## src/rtl/core/ppfl_pkg.sv

```systemverilog
// Shared types, codes and constants for the physical page free list.
// No dependencies; every other file of the block imports this package.
`default_nettype none

package ppfl_pkg;

    // Fixed widths of the request and result fields.
    localparam int DATA_W    = 32;
    localparam int ADDR_BITS = 32;
    localparam int OP_W      = 2;
    localparam int STATUS_W  = 2;
    localparam int COUNT_W   = 16;
    localparam int PADDR_W   = 3;

    // Defaults for the top-level parameters.
    localparam int DEF_MAX_PAGES        = 32768;
    localparam int DEF_PAGE_OFFSET_BITS = 12;

    // Register reset values.
    localparam logic [DATA_W-1:0] KERNEL_END_RST = 32'h8000_0000;
    localparam logic [DATA_W-1:0] PHYS_TOP_RST   = 32'h8800_0000;

    // Register indexes, decoded from paddr[2].
    localparam logic REG_KERNEL_END = 1'b0;
    localparam logic REG_PHYS_TOP   = 1'b1;

    // Request operation codes.
    localparam logic [OP_W-1:0] OP_FREE  = 2'd0;
    localparam logic [OP_W-1:0] OP_ALLOC = 2'd1;
    localparam logic [OP_W-1:0] OP_INIT  = 2'd2;

    // Result status codes.
    localparam logic [STATUS_W-1:0] ST_OK      = 2'd0;
    localparam logic [STATUS_W-1:0] ST_INVALID = 2'd1;
    localparam logic [STATUS_W-1:0] ST_EMPTY   = 2'd2;
    localparam logic [STATUS_W-1:0] ST_FULL    = 2'd3;

    // Operands and mode for the shared add/subtract unit.
    typedef struct packed {
        logic [DATA_W-1:0] a;
        logic [DATA_W-1:0] b;
        logic              sub;
    } alu_req_t;

endpackage

`default_nettype wire

```

## src/rtl/core/ppfl_alu.sv

```systemverilog
// Shared add/subtract unit with an unsigned less-than flag.
// Depends on ppfl_pkg for the operand width and the request struct.
`default_nettype none

module ppfl_alu (
    input  ppfl_pkg::alu_req_t          req,
    output logic [ppfl_pkg::DATA_W-1:0] sum,
    output logic                        lt
);
    import ppfl_pkg::*;

    logic [DATA_W-1:0] b_eff;
    logic [DATA_W:0]   full_sum;

    // Subtraction is a + ~b + 1; a missing carry out means a borrow.
    assign b_eff    = req.sub ? ~req.b : req.b;
    assign full_sum = {1'b0, req.a} + {1'b0, b_eff} + (DATA_W+1)'(req.sub);
    assign sum      = full_sum[DATA_W-1:0];
    assign lt       = req.sub & ~full_sum[DATA_W];

endmodule

`default_nettype wire

```

## config.mk

```make
export PLATFORM = sky130hd
export DESIGN_NAME = ppfl_alu
export DESIGN_NICKNAME = d
export VERILOG_FILES = /design/src/rtl/core/ppfl_pkg.sv /design/src/rtl/core/ppfl_alu.sv
export SDC_FILE = /design/constraint.sdc
export NUM_CORES = 1
export LEC_CHECK = 0
export ABC_AREA = 1
export BUFFER_PORTS_ARGS = -buffer_cell sky130_fd_sc_hd__buf_2
export CORE_MARGIN = 5
export CORE_UTILIZATION = 40
export DETAILED_ROUTE_END_ITERATION = 7
export MAX_ROUTING_LAYER = met4
export PLACE_DENSITY = 0.75
export SETUP_SLACK_MARGIN = 0.2
export SLEW_MARGIN = 0
export SYNTH_ARGS = -nofsm -noshare
export SYNTH_HDL_FRONTEND = slang
export SYNTH_SLANG_ARGS = --single-unit
```

## constraint.sdc

```tcl
create_clock -name vclk -period 2.1
set_input_delay 0.105 -clock vclk [all_inputs]
set_output_delay 0.105 -clock vclk [all_outputs]
set_load 0.05 [all_outputs]
```

; ---- After elaboration in Yosys (flattened, before gate mapping)
; Index checks and enable logic that the tools add are counted.
[classes]
n_addsub = 2
n_mux = 1
n_bitwise = 3
[ops]
columns = cell, count
row1 = adder 32 x 32 -> 33 bit, 1
row2 = adder 33 x 1 -> 33 bit, 1
row3 = two-way mux 32 bit, 1
row4 = inverter 32 bit, 1
row5 = AND 1 bit, 1
row6 = inverter 1 bit, 1
[totals]
reg_bits = 0
inputBits = 65
output_inout_bits = 33
word_cells = 6

; ---- Depth between registers and ports, before layout
[depth]
word_depth = 6
depth_mapped = 16

; ---- Worst setup path after synthesis
; No wires, ideal clock.
[synth_timing]
path_type = input port to output port
startpoint = input port req[0] in the netlist's numbering
endpoint = output port lt
arrival_ns = 2.345
t_required_ns = 1.995
slack_ns = -0.350
stages = 11
path_buffers = 2
cell_sequence = buf_4 > buf_2 > xor2_1 > ha_1 > a21oi_1 > nor2_1 > nor2_1 > nand2_1 > nand3_1 > nand3_1 > a21oi_1
[synth_between]
elab_chain_cells = 5
[synth_rtl]
columns = item, line_no
row1 = start: declaration, ppfl_alu.sv:6  ; input ppfl_pkg::alu_req_t req,
row2 = two-way mux 32 bit, ppfl_alu.sv:16  ; assign b_eff = req.sub ? ~req.b : req.b;
row3 = adder 32 x 32 -> 33 bit, ppfl_alu.sv:17  ; assign full_sum = {1'b0, req.a} + {1'b0, b_eff} + (DATA_W+1)'(req.sub);
row4 = adder 33 x 1 -> 33 bit, ppfl_alu.sv:17
row5 = inverter 1 bit, ppfl_alu.sv:19  ; assign lt = req.sub & ~full_sum[DATA_W];
row6 = AND 1 bit (*), ppfl_alu.sv:19
row7 = end: declaration, ppfl_alu.sv:8  ; output logic lt
; Every way passes the cells marked *; elsewhere a longest branch is shown, timed or not.

; ---- Final worst setup path
[layout_timing]
startpoint = input port req[0] in the netlist's numbering
endpoint = output port sum[30] in the netlist's numbering
[layout_between]
elab_chain_cells = 3
[layout_rtl]
columns = item, line_no
row1 = two-way mux 32 bit, ppfl_alu.sv:16
row2 = adder 32 x 32 -> 33 bit, ppfl_alu.sv:17
row3 = adder 33 x 1 -> 33 bit (*), ppfl_alu.sv:17
row4 = end: declaration, ppfl_alu.sv:7  ; output logic [ppfl_pkg::DATA_W-1:0] sum,
; Marks and branches as above.

==> metrics.csv <==
stage,metric,value,unit
run_status,status,"complete, but fails checks",
run_status,failed_checks,setup timing,
critical_path,crit_path_max_fanout,7,
global_routing,grt_pass1_wl,16190,um
sta,setup_viol,10,
floorplanning,dieHeight,90.31,um
synthesis,syn_inst,482,
flow_run,drv_cap,0,
global_routing,grt_max_degree,14,
floorplanning,ios,98,
routing,route.vias.total,4036,
synthesis,synth_top_family_by_area,simple AND/OR/NAND/NOR gates,
finish,instances_no_fill,735,
pwr,p_sw_share,59.57,%
synthesis,synth_area_leaders,"nand2_1, ha_1, xor2_1",
floorplanning,rows,29,
placed_design,dp_hpwl,8309,um
min_path,hold_start,req[33],
floorplanning,die_area,0.008156,mm2
placed_design,place_congestion,0.9719,
finish,clock_buffers,0,
pwr,p_leak,2.683,nW
routing,wire_per_inst,17.19,um
global_routing,antenna_found_initial,0,
routing,drtIter0Drc,300,
min_path,whs_path_depth,3,
placed_design,place_inst,713,
pwr,p_per_area,658.1,mW/mm2
sta,hold_viol_final,0,
pwr,seqPwrFrac,0,%
sta,slew_violations,0,
routing,drt-total-wl,12640,um
finish,final_layout_size_suffix_gt1_share,62.16,%
pwr,netSwitchingPower,0.002032,W
routing,drc,0,
finish,final-seq-area,0,um2
global_routing,grt_usage,23.71,%
synthesis,yosysTopAreaCell,nand2_1,
synthesis,syn-num-nets,579,
sta,maxSlewHeadroom,71.85,%
synthesis,synthXorXnorAreaFrac,15.96,%
finish,antenna_cells,0,
floorplanning,start_util,40.86,%
critical_path,crit_required,2.00,ns
sta,fmax,0.4453,GHz
synthesis,synth_top_area_share,22.41,%
global_routing,grt_pass1_vias,3564,
synthesis,yosysUniqueCellTypes,27,
finish,nNetsFinal,757,
synthesis,ys_seq_area_share,0,%
placed_design,dp_slack,-0.2439,ns
synthesis,ys_top_cells_by_count,"nand2_1, inv_1, nor2_1",
synthesis,synthMuxAreaShare,0,%
global_routing,grt_overflow,0,
synthesis,synthAdderAreaFrac,15.81,%
synthesis,yosysMostFrequentCell,nand2_1,
critical_path,worstSetupPathType,primary input to output pin,
finish,flops_and_latches,0,
finish,utilization,82.10,%
pwr,pwr-share-clk,0,%
sta,grt_setup_unrepaired,true,
clock_tree,holdBufCountCts,0,
synthesis,synth_compound_area_share,11.01,%
pwr,ir_drop,0.0005516,V
routing,dr.pass1.iters,5,
routing,avgViaCountPerCell,5.491,
critical_path,worst_setup_path_start_kind,primary input,
min_path,min-delay-path-class,primary input to output pin,
sta,fin_ws,-0.1456,ns
critical_path,end_kind,output pin,
pwr,p_int,0.001379,W
synthesis,netlist_area,0.002580,mm2
floorplanning,die_w,90.31,um
placed_design,detailed_place.area,0.004050,mm2
pwr,comb_power_share,100.0,%
synthesis,synthSimpleGateAreaFrac,43.70,%
placed_design,portBuffers,98,
routing,ant_nets,0,
sta,fin_crit_sh,106.9,%
finish,area_growth,100.9,%
sta,tightest_slew,0.4178,ns
synthesis,syn_avg_cell_area,5.353,um2
synthesis,ys_warn_count,0,
floorplanning,fp.coreArea,0.006314,mm2
finish,postLayoutCellArea,0.005184,mm2
min_path,whs_endpoint,sum[0],
critical_path,cp.arrival,2.14,ns
sta,min_period,2.246,ns
[through the flow]
stage / setup TNS, ns / total power (W) / hold WS [ns]
detailed placement: -4.484 / 0.002518 / 0.5638
global route: -1.938 / 0.003564 / 0.5784
global placement: -3.540 / 0.002491 / 0.5612
finish: -0.7541 / 0.003412 / 0.5696
CTS: 0 / 0.002951 / 0.5670
floorplan: 0 / 0.001791 / 0.4777
[area by class of cell]
class,count,area (um2)
Fill cell,366,1130
Inverter,87,326.6
Multi-Input combinational cell,391,3327
Tap cell,77,96.34
Timing Repair Buffer,180,1434
[routing by layer]
metal  part of all wire [%]  vias up  track usage [%]
met2                     51      216            42.44
met5                      0        -                -
met4                    4.8        0            2.109
met1                     38     1921            30.66
li1                       -     1834                -
met3                    6.4       65            1.167
[worst max-delay path, cell delays in order]
cell     delay [ns]
buf_12         0.12
buf_4          0.15
xor2_1         0.17
ha_2           0.41
nand2_2        0.12
o21ai_1        0.35
a21oi_2        0.09
nand2_4        0.11
nand2_1        0.10
nand2_1        0.12
nand2_2        0.07
nand2_4        0.07
buf_8          0.14
[layout by cell type (no fill, tap or decap), drive strengths merged, types with 3 or more instances in the layout]
master  Yosys  routed
o21ai      14      14
ha         31      31
a21oi      33      33
xnor2       3       3
nand3      31      31
xor2       44      44
inv        87      87
buf         4     180
nand2     169     169
nor3        6       6
o21bai      4       4
nor2       50      50
[kinds of logic after synthesis]
| kind of cell | after synthesis |
|---|---|
| AND/OR/NAND/NOR | 259 |
| adder cells (fa/ha/maj) | 32 |
| buffers and inverters | 91 |
| AO/OA/AOI/OAI | 53 |
| XOR/XNOR | 47 |
[timing repair]
action,CTS,global route
pin swaps,45,60
resized for setup,138,139
setup buffers,9,13
setup endpoints to repair,28,29
[how the worst max path moves through the flow]
stage               startpoint      end  cells past startpoint
floorplan               req[0]  sum[16]                     10
global placement        req[0]  sum[14]                     11
detailed placement      req[0]  sum[29]                     12
CTS                     req[0]  sum[13]                     13
global route            req[0]  sum[30]                     13
finish                  req[0]  sum[30]                     13
[power by group through the flow]
stage	logic, W	clock network [W]	registers (W)
after floorplan	0.00179	0	0
after global placement	0.00249	0	0
after detailed placement	0.00252	0	0
after CTS	0.00295	0	0
after global routing	0.00356	0	0
final	0.00341	0	0
Power figures use the tool's default switching activity.
